## src/rtl/core/linear_interp_resampler_top_macros.svh

```systemverilog
// assertion macros for the linear interpolation resampler
// no dependencies; included by the files that carry assertions
`ifndef LINEAR_INTERP_RESAMPLER_TOP_MACROS_SVH
`define LINEAR_INTERP_RESAMPLER_TOP_MACROS_SVH
`ifndef SYNTHESIS
// property checked on every clock edge outside reset
`define LIR_ASSERT(lbl, clk, rst_n, prop, msg) \
  lbl: assert property (@(posedge clk) disable iff (!rst_n) prop) else $error(msg);
// property checked on every clock edge, reset included
`define LIR_ASSERT_ALWAYS(lbl, clk, prop, msg) \
  lbl: assert property (@(posedge clk) prop) else $error(msg);
`else
`define LIR_ASSERT(lbl, clk, rst_n, prop, msg)
`define LIR_ASSERT_ALWAYS(lbl, clk, prop, msg)
`endif
`endif

```

## src/rtl/core/lir_pkg.sv

```systemverilog
// shared constants and types of the linear interpolation resampler
// no dependencies; used by the interfaces and all modules
package lir_pkg;

  // fixed field widths
  localparam int SAMPLE_W = 8;
  localparam int CFG_W = 19;

  // default number of fraction bits of the phase step
  localparam int FRAC_BITS_DEF = 16;

  // sequencer states
  typedef enum logic [2:0] {
    ST_IDLE,
    ST_CHECK,
    ST_MUL,
    ST_EMIT,
    ST_FINISH
  } lir_state_t;

endpackage

```

## src/rtl/core/lir_stream_if.sv

```systemverilog
// valid/ready stream interfaces for input and result words
// depends on lir_pkg
interface lir_in_if;
  import lir_pkg::*;

  logic                valid;
  logic                ready;
  logic [SAMPLE_W-1:0] sample_in;

  modport source (output valid, output sample_in, input ready);
  modport sink (input valid, input sample_in, output ready);
endinterface

interface lir_out_if;
  import lir_pkg::*;

  logic                valid;
  logic                ready;
  logic [SAMPLE_W-1:0] sample_out;
  logic                run_last;

  modport source (output valid, output sample_out, output run_last, input ready);
  modport sink (input valid, input sample_out, input run_last, output ready);
endinterface

```

## src/rtl/core/lir_interp_unit.sv

```systemverilog
// shared interpolation unit: one multiply per output, product registered,
// then floor shift and add of the left neighbour; depends on lir_pkg
module lir_interp_unit #(
  parameter int FRAC_BITS = lir_pkg::FRAC_BITS_DEF
) (
  input  logic                         clk,
  input  logic                         mul_en,
  input  logic [FRAC_BITS-1:0]         frac,
  input  logic [lir_pkg::SAMPLE_W-1:0] held,
  input  logic [lir_pkg::SAMPLE_W-1:0] next,
  output logic [lir_pkg::SAMPLE_W-1:0] result
);
  import lir_pkg::*;

  localparam int DIFF_W = SAMPLE_W + 1;
  localparam int PROD_W = FRAC_BITS + 1 + DIFF_W;
  localparam int Q_W = DIFF_W + 1;

  logic signed [FRAC_BITS:0]  frac_s;
  logic signed [DIFF_W-1:0]   diff;
  logic signed [PROD_W-1:0]   prod_nxt;
  logic signed [PROD_W-1:0]   prod_r;
  logic signed [Q_W-1:0]      q;
  logic signed [Q_W-1:0]      sum;

  // slope times fraction
  assign frac_s = $signed({1'b0, frac});
  assign diff = $signed({1'b0, next}) - $signed({1'b0, held});
  assign prod_nxt = frac_s * diff;

  always_ff @(posedge clk) begin
    if (mul_en) begin
      prod_r <= prod_nxt;
    end
  end

  // arithmetic shift floors toward minus infinity; sum stays between neighbours
  assign q = prod_r[PROD_W-1:FRAC_BITS];
  assign sum = $signed({2'b00, held}) + q;
  assign result = sum[SAMPLE_W-1:0];

endmodule

```

## src/rtl/core/lir_seq.sv

```systemverilog
// sequencer of the resampler: phase accumulator, held sample, output register
// depends on lir_pkg, lir_stream_if and the assertion macro header
`include "linear_interp_resampler_top_macros.svh"

module lir_seq #(
  parameter int FRAC_BITS = lir_pkg::FRAC_BITS_DEF
) (
  input  logic                         clk,
  input  logic                         rst_n,
  lir_in_if.sink                       in_ch,
  lir_out_if.source                    out_ch,
  input  logic [FRAC_BITS+2:0]         step,
  output logic                         mul_en,
  output logic [FRAC_BITS-1:0]         frac,
  output logic [lir_pkg::SAMPLE_W-1:0] held,
  output logic [lir_pkg::SAMPLE_W-1:0] next,
  input  logic [lir_pkg::SAMPLE_W-1:0] result
);
  import lir_pkg::*;

  localparam int POS_W = FRAC_BITS + 3;
  localparam logic [POS_W-1:0] ONE_C = POS_W'(1) << FRAC_BITS;
  localparam logic [POS_W-1:0] POS_CAP = POS_W'(1) << (FRAC_BITS + 2);

  lir_state_t          state_r, state_nxt;
  logic [SAMPLE_W-1:0] next_r, next_nxt;
  logic [SAMPLE_W-1:0] held_r, held_nxt;
  logic                have_r, have_nxt;
  logic [POS_W-1:0]    pos_r, pos_nxt;
  logic                out_valid_r, out_valid_nxt;
  logic [SAMPLE_W-1:0] out_data_r, out_data_nxt;
  logic                out_last_r, out_last_nxt;
  logic                slot_free;
  logic [POS_W-1:0]    pos_sum;
  logic                run_end;

  // control registers
  always_ff @(posedge clk) begin
    if (!rst_n) begin
      state_r     <= ST_IDLE;
      held_r      <= '0;
      have_r      <= 1'b0;
      pos_r       <= '0;
      out_valid_r <= 1'b0;
    end else begin
      state_r     <= state_nxt;
      held_r      <= held_nxt;
      have_r      <= have_nxt;
      pos_r       <= pos_nxt;
      out_valid_r <= out_valid_nxt;
    end
  end

  // payload registers
  always_ff @(posedge clk) begin
    next_r     <= next_nxt;
    out_data_r <= out_data_nxt;
    out_last_r <= out_last_nxt;
  end

  // next output position and end of run
  assign slot_free = !out_valid_r || out_ch.ready;
  assign pos_sum = pos_r + step;
  assign run_end = (pos_sum >= ONE_C);

  // sequencer
  always_comb begin
    state_nxt     = state_r;
    next_nxt      = next_r;
    held_nxt      = held_r;
    have_nxt      = have_r;
    pos_nxt       = pos_r;
    out_valid_nxt = out_valid_r && !out_ch.ready;
    out_data_nxt  = out_data_r;
    out_last_nxt  = out_last_r;
    mul_en        = 1'b0;
    case (state_r)
      ST_IDLE: begin
        if (in_ch.valid) begin
          next_nxt  = in_ch.sample_in;
          state_nxt = ST_CHECK;
        end
      end
      ST_CHECK: begin
        if (!have_r) begin
          state_nxt = ST_EMIT;
        end else if (pos_r >= ONE_C) begin
          state_nxt = ST_FINISH;
        end else begin
          state_nxt = ST_MUL;
        end
      end
      ST_MUL: begin
        mul_en    = 1'b1;
        state_nxt = ST_EMIT;
      end
      ST_EMIT: begin
        if (slot_free) begin
          out_valid_nxt = 1'b1;
          if (!have_r) begin
            // first sample passes straight through
            out_data_nxt = next_r;
            out_last_nxt = 1'b1;
            have_nxt     = 1'b1;
            held_nxt     = next_r;
            pos_nxt      = step;
            state_nxt    = ST_IDLE;
          end else begin
            out_data_nxt = result;
            out_last_nxt = run_end;
            pos_nxt      = pos_sum;
            state_nxt    = run_end ? ST_FINISH : ST_MUL;
          end
        end
      end
      ST_FINISH: begin
        pos_nxt   = pos_r - ONE_C;
        held_nxt  = next_r;
        state_nxt = ST_IDLE;
      end
      default: begin
        state_nxt = ST_IDLE;
      end
    endcase
  end

  // ports
  assign in_ch.ready       = (state_r == ST_IDLE);
  assign out_ch.valid      = out_valid_r;
  assign out_ch.sample_out = out_data_r;
  assign out_ch.run_last   = out_last_r;
  assign frac              = pos_r[FRAC_BITS-1:0];
  assign held              = held_r;
  assign next              = next_r;

  // checks
  `LIR_ASSERT(a_pos_bound, clk, rst_n, (state_r == ST_IDLE) |-> (pos_r <= POS_CAP), "phase position out of range")
  `LIR_ASSERT(a_finish_pos, clk, rst_n, (state_r == ST_FINISH) |-> (pos_r >= ONE_C), "run finished below one")
  `LIR_ASSERT(a_last_ends, clk, rst_n, (state_r == ST_EMIT && slot_free && out_last_nxt) |=> (state_r == ST_FINISH || state_r == ST_IDLE), "run goes on after last word")
  `LIR_ASSERT(a_have_keeps, clk, rst_n, have_r |=> have_r, "first sample flag dropped")

endmodule

```

## src/rtl/core/linear_interp_resampler_top.sv

```systemverilog
// top level of the linear interpolation resampler: step register and clamp
// depends on lir_pkg, lir_stream_if, lir_seq and lir_interp_unit

// Resamples unsigned 8-bit audio by linear interpolation. Write the output
// spacing (unsigned, FRAC_BITS fraction bits, reset 1.0) through cfg_we and
// cfg_wdata while the block is idle; it is clamped to the range 1/64 .. 4.0.
// The first input word is passed through as one result; every later word
// yields every output position between the held sample and itself, the last
// of them marked by run_last, and may yield none when stepping down. One
// shared multiplier computes the outputs one at a time, and the result side
// may stall it. A new word is taken only once the previous one is done.
module linear_interp_resampler_top #(
  parameter int FRAC_BITS = lir_pkg::FRAC_BITS_DEF
) (
  input  logic                      clk,
  input  logic                      rst_n,
  lir_in_if.sink                    in_ch,
  lir_out_if.source                 out_ch,
  input  logic                      cfg_we,
  input  logic [lir_pkg::CFG_W-1:0] cfg_wdata
);
  import lir_pkg::*;

  localparam int POS_W = FRAC_BITS + 3;
  localparam int CMP_W = (CFG_W > POS_W) ? CFG_W : POS_W;
  localparam logic [CMP_W-1:0] STEP_RST = CMP_W'(1) << FRAC_BITS;
  localparam logic [CMP_W-1:0] STEP_MIN = CMP_W'(1) << (FRAC_BITS - 6);
  localparam logic [CMP_W-1:0] STEP_MAX = CMP_W'(1) << (FRAC_BITS + 2);

  logic [CMP_W-1:0]    step_cfg_r;
  logic [CMP_W-1:0]    step_clamped;
  logic [POS_W-1:0]    step;
  logic                mul_en;
  logic [FRAC_BITS-1:0] frac;
  logic [SAMPLE_W-1:0] held;
  logic [SAMPLE_W-1:0] next;
  logic [SAMPLE_W-1:0] result;

  // phase step register
  always_ff @(posedge clk) begin
    if (!rst_n) begin
      step_cfg_r <= STEP_RST;
    end else if (cfg_we) begin
      step_cfg_r <= CMP_W'(cfg_wdata);
    end
  end

  // clamp to the supported step range
  always_comb begin
    if (step_cfg_r < STEP_MIN) begin
      step_clamped = STEP_MIN;
    end else if (step_cfg_r > STEP_MAX) begin
      step_clamped = STEP_MAX;
    end else begin
      step_clamped = step_cfg_r;
    end
  end
  assign step = step_clamped[POS_W-1:0];

  lir_seq #(
    .FRAC_BITS(FRAC_BITS)
  ) u_seq (
    .clk    (clk),
    .rst_n  (rst_n),
    .in_ch  (in_ch),
    .out_ch (out_ch),
    .step   (step),
    .mul_en (mul_en),
    .frac   (frac),
    .held   (held),
    .next   (next),
    .result (result)
  );

  lir_interp_unit #(
    .FRAC_BITS(FRAC_BITS)
  ) u_interp (
    .clk    (clk),
    .mul_en (mul_en),
    .frac   (frac),
    .held   (held),
    .next   (next),
    .result (result)
  );

endmodule

```

## src/flat_wrapper.sv

```systemverilog
// flat-port wrapper written by rule: the top's interface ports become plain ports
module linear_interp_resampler_top_flat import lir_pkg::*;
#(
  parameter int FRAC_BITS = lir_pkg::FRAC_BITS_DEF
)
  (clk, rst_n, cfg_we, cfg_wdata, in_ch_valid, in_ch_sample_in, in_ch_ready, out_ch_valid, out_ch_sample_out, out_ch_run_last, out_ch_ready);
  lir_in_if in_ch_i ();
  lir_out_if out_ch_i ();
  input  logic clk;
  input  logic rst_n;
  input  logic cfg_we;
  input  logic [lir_pkg::CFG_W-1:0] cfg_wdata;
  input wire logic [$bits(in_ch_i.valid)-1:0] in_ch_valid;
  input wire logic [$bits(in_ch_i.sample_in)-1:0] in_ch_sample_in;
  output wire logic [$bits(in_ch_i.ready)-1:0] in_ch_ready;
  output wire logic [$bits(out_ch_i.valid)-1:0] out_ch_valid;
  output wire logic [$bits(out_ch_i.sample_out)-1:0] out_ch_sample_out;
  output wire logic [$bits(out_ch_i.run_last)-1:0] out_ch_run_last;
  input wire logic [$bits(out_ch_i.ready)-1:0] out_ch_ready;
  assign in_ch_i.valid = in_ch_valid;
  assign in_ch_i.sample_in = in_ch_sample_in;
  assign in_ch_ready = in_ch_i.ready;
  assign out_ch_valid = out_ch_i.valid;
  assign out_ch_sample_out = out_ch_i.sample_out;
  assign out_ch_run_last = out_ch_i.run_last;
  assign out_ch_i.ready = out_ch_ready;
  linear_interp_resampler_top #(.FRAC_BITS(FRAC_BITS)) u_core (.clk(clk), .rst_n(rst_n), .in_ch(in_ch_i), .out_ch(out_ch_i), .cfg_we(cfg_we), .cfg_wdata(cfg_wdata));
endmodule
```

## config.mk

```make
export PLATFORM = sky130hd
export DESIGN_NAME = linear_interp_resampler_top_flat
export DESIGN_NICKNAME = d
export VERILOG_FILES = /design/src/rtl/core/lir_pkg.sv /design/src/rtl/core/lir_stream_if.sv /design/src/rtl/core/lir_interp_unit.sv /design/src/rtl/core/lir_seq.sv /design/src/rtl/core/linear_interp_resampler_top.sv /design/src/flat_wrapper.sv
export VERILOG_INCLUDE_DIRS = /design/src /design/src/rtl/core
export SDC_FILE = /design/constraint.sdc
export NUM_CORES = 1
export LEC_CHECK = 0
export BUFFER_PORTS_ARGS = -buffer_cell sky130_fd_sc_hd__buf_2
export CORE_UTILIZATION = 60
export DETAILED_ROUTE_END_ITERATION = 7
export GPL_TIMING_DRIVEN = 0
export PLACE_DENSITY = 0.78
export SYNTH_ARGS = -nofsm -noshare
export SYNTH_HDL_FRONTEND = slang
export SYNTH_SLANG_ARGS = --single-unit
```

## constraint.sdc

```tcl
create_clock -name clk -period 9.17 [get_ports clk]
set_input_delay 1.3755 -clock clk [delete_from_list [all_inputs] [get_ports clk]]
set_output_delay 1.3755 -clock clk [all_outputs]
set_load 0.02 [all_outputs]
```

* After elaboration in Yosys (flattened, before gate mapping)
Cells that the tools add are included.
Word-level totals: register bits after elaboration 92, output and inout port bits 11
Operators by class: add/subtract/negate cells 4, $mul 1, magnitude comparators 4, equality and inequality tests 7, mux-type cells 19, reduce and logical (&&, ||, !) cells 11
Operator list (number):
- 19-bit two-way mux | 4
- 19-bit by 17-bit >= comparator with 1-bit output (second input constant) | 2
- 19-bit one-hot mux with 2 select lines | 1
- 17-bit by 9-bit multiplier with 24-bit output | 1
- 8-bit two-way mux | 3
- 19-bit adder | 1
- 19-bit greater-than comparator (second input constant) | 1
- 19-bit by 11-bit less-than comparator with 1-bit output (second input constant) | 1
- 19-bit by 17-bit subtractor with 19-bit output (second input constant) | 1
- 3-bit two-way mux | 6
- 8-bit one-hot mux with 2 select lines | 1
- 3-bit one-hot mux with 4 select lines | 1
- 8-bit by 8-bit subtractor with 9-bit output | 1
- 8-bit adder | 1
- 2-bit AND reduction | 4
- 3-bit by 2-bit == test with 1-bit output (second input constant) | 2
- 2-bit != test (second input constant) | 3
- 3-bit by 1-bit == test with 1-bit output (second input constant) | 1
- 3-bit == test (second input constant) | 1
- 3-bit zero test | 1
- 1-bit two-way mux | 3
- 3-bit AND reduction | 1
- 1-bit zero test | 2
- 2-bit nonzero test | 1
- other kinds (2) | 2

* Depth between registers and ports, before layout
Gate-level depths: netlist (run 1).
depth in word-level cells 9, depth in mapped cells 29

* Cells and area by module
From an unflattened synthesis (run 1), not the netlist that was laid out.
Unflattened totals: cells, all modules 959, area total of the unflattened synthesis 9163.8 µm²
By module, submodules not included:
- lir_interp_unit | times used 1, cells an instance 516, area an instance 4997.3 µm²
- lir_seq | times used 1, cells an instance 347, area an instance 3226.8 µm²
- linear_interp_resampler_top | times used 1, cells an instance 96, area an instance 939.7 µm²

* Least setup slack after synthesis (run 1)
No wires, ideal clock.
path type register -> register, from register u_core.u_seq.next_r[1] (netlist: u_core.u_seq.next[1]), to register u_core.u_interp.prod_r[23] (data pin), arrival time 6.591 ns, required time 8.912 ns, setup slack 2.321 ns, stages on the path, launching flop included 27, clock period less this slack 6.849 ns, path through edfxtp_1 ha_1 nor2b_1 o21ai_0 a21boi_0 o21ai_0 nand2b_1 a21o_1 a21oi_2 mux2_2 fa_1 fa_1 inv_1 fa_1 fa_1 inv_1 fa_1 inv_1 ha_1 nand2_1 or4_1 a311o_1 nand4_1 a21o_1 o21a_1 nor2_1 xnor2_1
On the way: word-level cells in the longest chain between the ends 2
Ends and longest elaborated chain:
- start: declaration | RTL line lir_seq.sv:26 | logic [SAMPLE_W-1:0] next_r, next_nxt;
- start signal: assignment | RTL line lir_seq.sv:56 | next_r <= next_nxt;
- 8-bit by 8-bit subtractor with 9-bit output | RTL line lir_interp_unit.sv:28 | assign diff = $signed({1'b0, next}) - $signed({1'b0, held});
- 17-bit by 9-bit multiplier with 24-bit output | RTL line lir_interp_unit.sv:29 | assign prod_nxt = frac_s * diff;
- net u_core.u_interp.prod_nxt[23] | RTL line lir_interp_unit.sv:21 | logic signed [PROD_W-1:0] prod_nxt;
- end signal: assignment | RTL line lir_interp_unit.sv:33 | prod_r <= prod_nxt;
- end: declaration | RTL line lir_interp_unit.sv:22 | logic signed [PROD_W-1:0] prod_r;
The timed path passes the listed nets, and every way through them passes these cells. A chain may end at the register's enable or synchronous reset.

* Worst setup path in the final report (run 1)
from register u_core.u_seq.next_r[0] (netlist: u_core.u_seq.next[0]), to register u_core.u_interp.prod_r[23] (data pin)
The elaborated chain is that of the path after synthesis.

==> out/metrics.yaml, run 1 <==
run_status:
  outcome: "finished with violations"
  failed_checks: "design-rule violations"
yosys:
  synth_top_cell_by_area: "fa_1"
  ys_seq_elements: 76
  synthFlopType: "dfxtp_1"
  synth_mux_area_share_pct: 5.52
  synth_edf_count: 25
  synth_cells: 982
  post_synth_xor_area_fraction_pct: 3.60
  synth_top_cell_area_share_pct: 22.1
  async_reset_ff_share_pct: 0
  synth_simple_gate_area_share_pct: 20.1
  yosys_warnings: 0
  syn_avg_cell_area_um2: 9.30
  synth_area_leaders: "fa_1, ha_1, dfxtp_1"
  synth_top_family_by_area: "adder cells"
  synth_fa_ha_area_share_pct: 34.6
  ys_seq_area_share_pct: 19.4
  synth_compound_area_share_pct: 10.7
  syn_nets: 1206
  ys_types: 63
  syn_area_um2: 9130
clock_tree:
  cts.htree.levels: 3
  root_buffer: "clkbuf_16"
  cts.reportedPaths.clkPinSlew_ns: 0.07
  cts_sinks: 76
  worstSkewPairLatency_ns: 0.35
  cts_resized: 0
  cts_tree: "yes"
  numCtsBuffers: 9
  cts_setup_buffers: 0
  postCtsHoldBufs: 0
  clockBufferDepth: 2
placed_design:
  place_congestion: 0.896
  dp_hpwl_um: 17100
  portBuffers: 41
  pre_cts_slack_ns: 1.17
grt:
  antenna_found_initial: 0
  grtUsageTotal_pct: 29.6
  grt_pass1_vias: 7331
  grt.overflow.total: 0
  grt_first_pass_wirelength_um: 36300
  grt_max_degree: 19
routing:
  wl_met1_um: 9060
  vias: 7109
  drtPass1Iterations: 8
  wl_met3_um: 1490
  wl_per_cell_um: 17.6
  route.detailed.drc: 3
  vias_per_cell: 5.81
  routed_wl_um: 21600
  wl_met2_um: 10500
  drt_iter0_markers: 458
  final_antenna_net_count: 0
  topRoutingLayerUsed: "met4"
pwr:
  p_seq_share_pct: 28.5
  leakage_uw: 0.00473
  p_int_uw: 839
  power_density_nw_per_um2: 143
  switching_power_uw: 568
  peakVddDrop_mv: 0.0941
  clkPwrFrac_pct: 24.4
  combPwrFrac_pct: 47.1
  switching_share_pct: 40.4
sta:
  slew_viol_final: 0
  fmax_mhz: 124
  tightest_slew_ns: 1.35
  hold_slack_ns: 0.506
  clock_skew_ns: 0.00715
  hold_viol_final: 0
  setup_viol: 0
  fin_crit_sh_pct: 88.0
  tns_ns: 0
  setup_ws_ns: 1.10
  rsz0062_at_grt: "false"
  max_slew_margin_pct: 10.1
  finalCriticalPeriod_ns: 8.07
setup_path:
  critPathMaxStageDelay_ns: 0.87
  required_ns: 9.27
  end_kind: "flop"
  arrival_ns: 8.17
  crit_fanout: 10
  critical_path.cell_chain: "inv_1, ha_1, fa_1, nor2b_1, o21ai_0, a21oi_1, nor4_1, nor3_1, clkbuf_1, nor2_1, fa_1, fa_1, fa_1, fa_1, ha_1, ha_1, a2111oi_0, a311o_1, nand4_1, a21o_1, o21a_1, nor2_1, xnor2_1"
  crit_top_cell: "fa_1"
  setup.worst_path.class: "flop to flop"
  cp_top_family: "adder cells"
  start_kind: "flop"
  crit_buf_inv: 2
  cpMaxStageDelayCell: "nor3_1"
cells_and_area:
  final_cell_mix: "fa_1, inv_1, ha_1"
  drive_above_1_share_pct: 8.57
  fillCellCount: 1218
  diodes: 0
  nets: 1258
  syn2layout_area_growth_pct: 7.86
  mostFrequentLayoutCell: "fa_1"
floorplanning:
  core_um2: 14700
  row_count: 44
  io_pins: 43
  die_w_um: 125
  fp.dieArea_um2: 15700
  fp.dieH_um: 125
  start_util_pct: 62.1
worst_hold_path:
  hold_path.class: "flop to flop"
job:
  drv_cap: 0
==> final cells by class <==
cell class                      instances  area (um2)  share of cell area (%)
Timing Repair Buffer                   41         205                    2.08
Clock buffer                            9         225                    2.29
Sequential cell                        76        1770                    18.0
Buffer                                 49         185                    1.88
Tap cell                              184         230                    2.34
Multi-Input combinational cell        759        6810                    69.1
Inverter                               98         368                    3.73
Clock inverter                          7        57.6                   0.584
==> cells by family (layout without fill, tap and decap cells) <==
family                   count (synthesis)  in the layout
multiplexers                            49             49
AND/OR/NAND/NOR                        343            343
buffers and inverters                  147            204
AO/OA/AOI/OAI                          139            139
XOR/XNOR                                36             36
adder cells (fa/ha/maj)                192            192
flip-flops                              76             76
==> sequential cells by signal, indices dropped and copies added, names as in the netlist <==
register                        flops
u_core.step_cfg_r                  19
u_core.u_interp.prod_r              8
u_core.u_seq.have_r                 1
u_core.u_seq.held                   8
u_core.u_seq.next                   8
u_core.u_seq.out_ch.run_last        1
u_core.u_seq.out_ch.sample_out      8
u_core.u_seq.out_ch.valid           1
u_core.u_seq.pos_r                 19
u_core.u_seq.state_r                3
==> worst paths after layout <==
check        slack [ns]                          to  depth (start not counted)             startpoint
max                1.10  u_core.u_interp.prod_r[23]                         23   u_core.u_seq.next[0]
min                0.51       u_core.step_cfg_r[16]                          2  u_core.step_cfg_r[16]
max reg2reg        1.10  u_core.u_interp.prod_r[23]                         23   u_core.u_seq.next[0]
min reg2reg        0.51       u_core.step_cfg_r[16]                          2  u_core.step_cfg_r[16]
==> worst min-delay path: cells and delay by family, from the launching register on <==
family	cells	cell delay, ns
DFF	1	0.35
muxes	1	0.07
and+or+nand+nor	1	0.06
==> cell usage after synthesis, drive strengths merged, types with 6 or more instances <==
cell	n
ha	91
nand3	15
nand2b	54
edfxtp	25
o21ai	33
mux2	11
clkbuf	45
a211oi	6
fa	101
o211a	10
dfxtp	51
a21oi	37
nor2b	38
nor2	43
xnor2	25
nand2	83
nor3	9
nor4	9
xor2	10
mux2i	38
or2	7
and2	64
a21o	16
inv	98
o211ai	6
==> routing by layer <==
layer | vias up | GRT usage [%]
li1 | 3373 | -
met1 | 3446 | 36.9
met2 | 246 | 52.2
met3 | 44 | 5.18
met4 | 0 | 9.40
met5 | - | 0
==> per-stage QoR <==
step	cells	total power, uW	area [um2]	util (%)
final	1223	1410	9850	67.0
after global routing	1223	1520	9850	67.0
after CTS	1223	1410	9850	67.0
after detailed placement	1207	1060	9570	65.1
after global placement	1207	1040	9570	65.1
after floorplan	982	886	9130	-
==> power groups by stage <==
stage / Clock, uW / Combinational [uW] / Sequential [uW]
2_1_floorplan: 0 / 482 / 404
3_3_place_gp: 0 / 634 / 408
3_5_place_dp: 0 / 654 / 409
4_1_cts: 347 / 664 / 401
5_1_grt: 361 / 751 / 405
6_report: 343 / 662 / 402
No activity file was read; power rests on OpenSTA's default activity.
==> inputs of run 2 (changes only) <==
Settings changed: CORE_UTILIZATION 60 to 58, CTS_CLUSTER_DIAMETER from default to 50, PLACE_DENSITY 0.78 to 0.79.
Clock period 9.17 ns to 6.65 ns, I/O delays scaled along.
==> run 2 against run 1 <==
Effect of this change:
- the run ends with negative setup slack left
- sequential share of layout area decreased by 0.76 points
- global-route usage increased by 0.093 points
- final cell count increased by 3.9%
- non-clock buffer count increased by 21
- clock skew about the same
- critical path type unchanged
- highest routed layer unchanged
==> out/metrics.yaml, run 2 (same netlist as run 1, synthesis figures left out) <==
run_status:
  outcome: "finished with violations"
  failed_checks: "negative setup slack"
cells_and_area:
  fillCellCount: 1193  # -2.1%
  reg_top3: "u_core.step_cfg_r (19), u_core.u_seq.pos_r (19)"
  nets: 1279  # +1.7%
  fin_cells: 1271  # +3.9%
  fin_area_um2: 10300  # +4.5%
  diodes: 0  # unchanged
  final_cell_mix: "fa_1, inv_1, ha_1"
  syn2layout_area_growth_pct: 12.7
  drive_above_1_share_pct: 13.8  # +5.2 points
  multi_input_area_um2: 7020  # +3.2%
  mostFrequentLayoutCell: "fa_1"
  seqCellArea_um2: 1770  # about the same
routing:
  route.detailed.drc: 0  # -3
  vias_per_cell: 5.79  # -0.45%
  drtPass1Iterations: 5  # -3
  routed_wl_um: 23200  # +7.7%
  final_antenna_net_count: 0  # unchanged
  wl_per_cell_um: 18.3  # +3.7%
  vias: 7355  # +3.5%
  drt_iter0_markers: 471  # +2.8%
placed_design:
  portBuffers: 41  # unchanged
  placed_area_um2: 9610  # +0.48%
  place_inst: 1234  # +2.2%
  pre_cts_slack_ns: -1.30  # -2.47 ns
  place_congestion: 0.911  # +1.6%
  dp_hpwl_um: 17000  # -0.63%
floorplanning:
  start_util_pct: 59.9  # -2.3 points
  fp.dieArea_um2: 16300  # +3.4%
  core_um2: 15300  # +3.8%
  fp.dieH_um: 127  # +1.7%
  die_w_um: 127  # +1.7%
  io_pins: 43  # unchanged
  row_count: 45  # +2.3%
setup_path:
  required_ns: 6.73  # -2.54 ns
  arrival_ns: 6.80  # -1.37 ns
  setup.worst_path.class: "flop to flop"
  end_kind: "flop"
  crit_fanout: 4  # -6
  start_kind: "flop"
job:
  drv_cap: 0  # unchanged
sta:
  rsz0062_at_grt: "true"
  setup_ws_ns: -0.0627  # -1.16 ns
  slew_viol_final: 0  # unchanged
  setup_viol: 1  # +1
  tns_ns: -0.0627  # -0.0627 ns
  finalCriticalPeriod_ns: 6.71  # -1.36 ns
  tightest_slew_ns: 1.34  # -0.00383 ns
  hold_viol_final: 0  # unchanged
  clock_skew_ns: 0.00674  # -0.000403 ns
  fin_crit_sh_pct: 101  # +13 points
  max_slew_margin_pct: 10.4  # +0.26 points
  fmax_mhz: 149  # +20%
grt:
  grt_first_pass_wirelength_um: 37200  # +2.5%
  grt.overflow.total: 0  # unchanged
  antenna_found_initial: 0  # unchanged
  grtUsageTotal_pct: 29.7  # +0.093 points
  grt_max_degree: 19  # unchanged
  grt_pass1_vias: 7522  # +2.6%
worst_hold_path:
  hold_path.class: "flop to flop"
clock_tree:
  worstSkewPairLatency_ns: 0.34  # about the same
  cts.reportedPaths.clkPinSlew_ns: 0.06  # about the same
  cts_sinks: 76  # unchanged
  cts_tree: "yes"
  numCtsBuffers: 9  # unchanged
  clockBufferDepth: 2  # unchanged
  cts.htree.levels: 3  # unchanged
  root_buffer: "clkbuf_16"
pwr:
  peakVddDrop_mv: 0.163  # +73%
  power_density_nw_per_um2: 200  # +40%
  leakage_uw: 0.00491  # +3.9%
-- run 2: final timing paths --
check / startpoint / endpoint / slack (ns) / cells past startpoint
setup / recovery: u_core.u_seq.next[1] / u_core.u_interp.prod_r[23] / -0.06 / 26
hold / removal: u_core.step_cfg_r[16] / u_core.step_cfg_r[16] / 0.51 / 2
setup reg to reg: u_core.u_seq.next[1] / u_core.u_interp.prod_r[23] / -0.06 / 26
hold reg to reg: u_core.step_cfg_r[16] / u_core.step_cfg_r[16] / 0.51 / 2
-- run 2: cell type report --
cell class | count | area share [%]
Multi-Input combinational cell | 759 | 68.2
Sequential cell | 76 | 17.2
Inverter | 98 | 3.57
Timing Repair Buffer | 62 | 3.52
Tap cell | 211 | 2.56
Clock buffer | 11 | 2.36
Buffer | 49 | 2.26
Clock inverter | 5 | 0.267
-- run 2: worst max-delay path: stages, from the launching register on --
cell and delay (ns):
edfxtp_1 0.42, ha_1 0.30, nor2b_4 0.13, o21ai_2 0.15, a21boi_2 0.09, o21ai_1 0.13
nand2b_1 0.11, a21o_1 0.21, a21oi_4 0.26, mux2_4 0.34, fa_1 0.48, fa_1 0.49
inv_1 0.05, fa_1 0.45, fa_1 0.53, inv_2 0.04, fa_1 0.51, inv_2 0.05
ha_4 0.26, nand2_1 0.04, or4_4 0.43, a311o_1 0.30, nand4_1 0.16, a21o_1 0.18
o21a_1 0.14, nor2_1 0.06, xnor2_1 0.13
-- run 2: power breakdown --
group	switching, uW	internal [uW]	leakage (uW)
Combinational	598	448	0.00414
Sequential	27.8	528	0.000648
Clock	192	260	0.000127
Total	818	1240	0.00491
-- run 2: per-layer routing --
layer | part of all wire [%] | up-vias | routed length [um] | global-route usage, %
li1 | - | 3414 | - | -
met1 | 42 | 3592 | 9650 | 36.6
met2 | 49 | 289 | 11500 | 51.4
met3 | 5.9 | 60 | 1380 | 4.98
met4 | 3.3 | 0 | 758 | 12.8
met5 | 0 | - | 0 | 0
-- run 2: through the flow --
| step | util, % | total power, uW | hold WS [ns] |
|---|---|---|---|
| after global placement | 63.0 | 1430 | 0.510 |
| after global routing | 67.5 | 2200 | 0.551 |
| final | 67.5 | 2050 | 0.510 |
| after floorplan | - | 1220 | 0.459 |
| after detailed placement | 63.0 | 1460 | 0.498 |
| after CTS | 66.6 | 1980 | 0.518 |
-- run 2: timing repair --
action	CTS	global route
hold buffers	0	0
pin swaps	21	15
buffers inserted	16	5
resized for setup	37	20
setup endpoints to repair	8	7
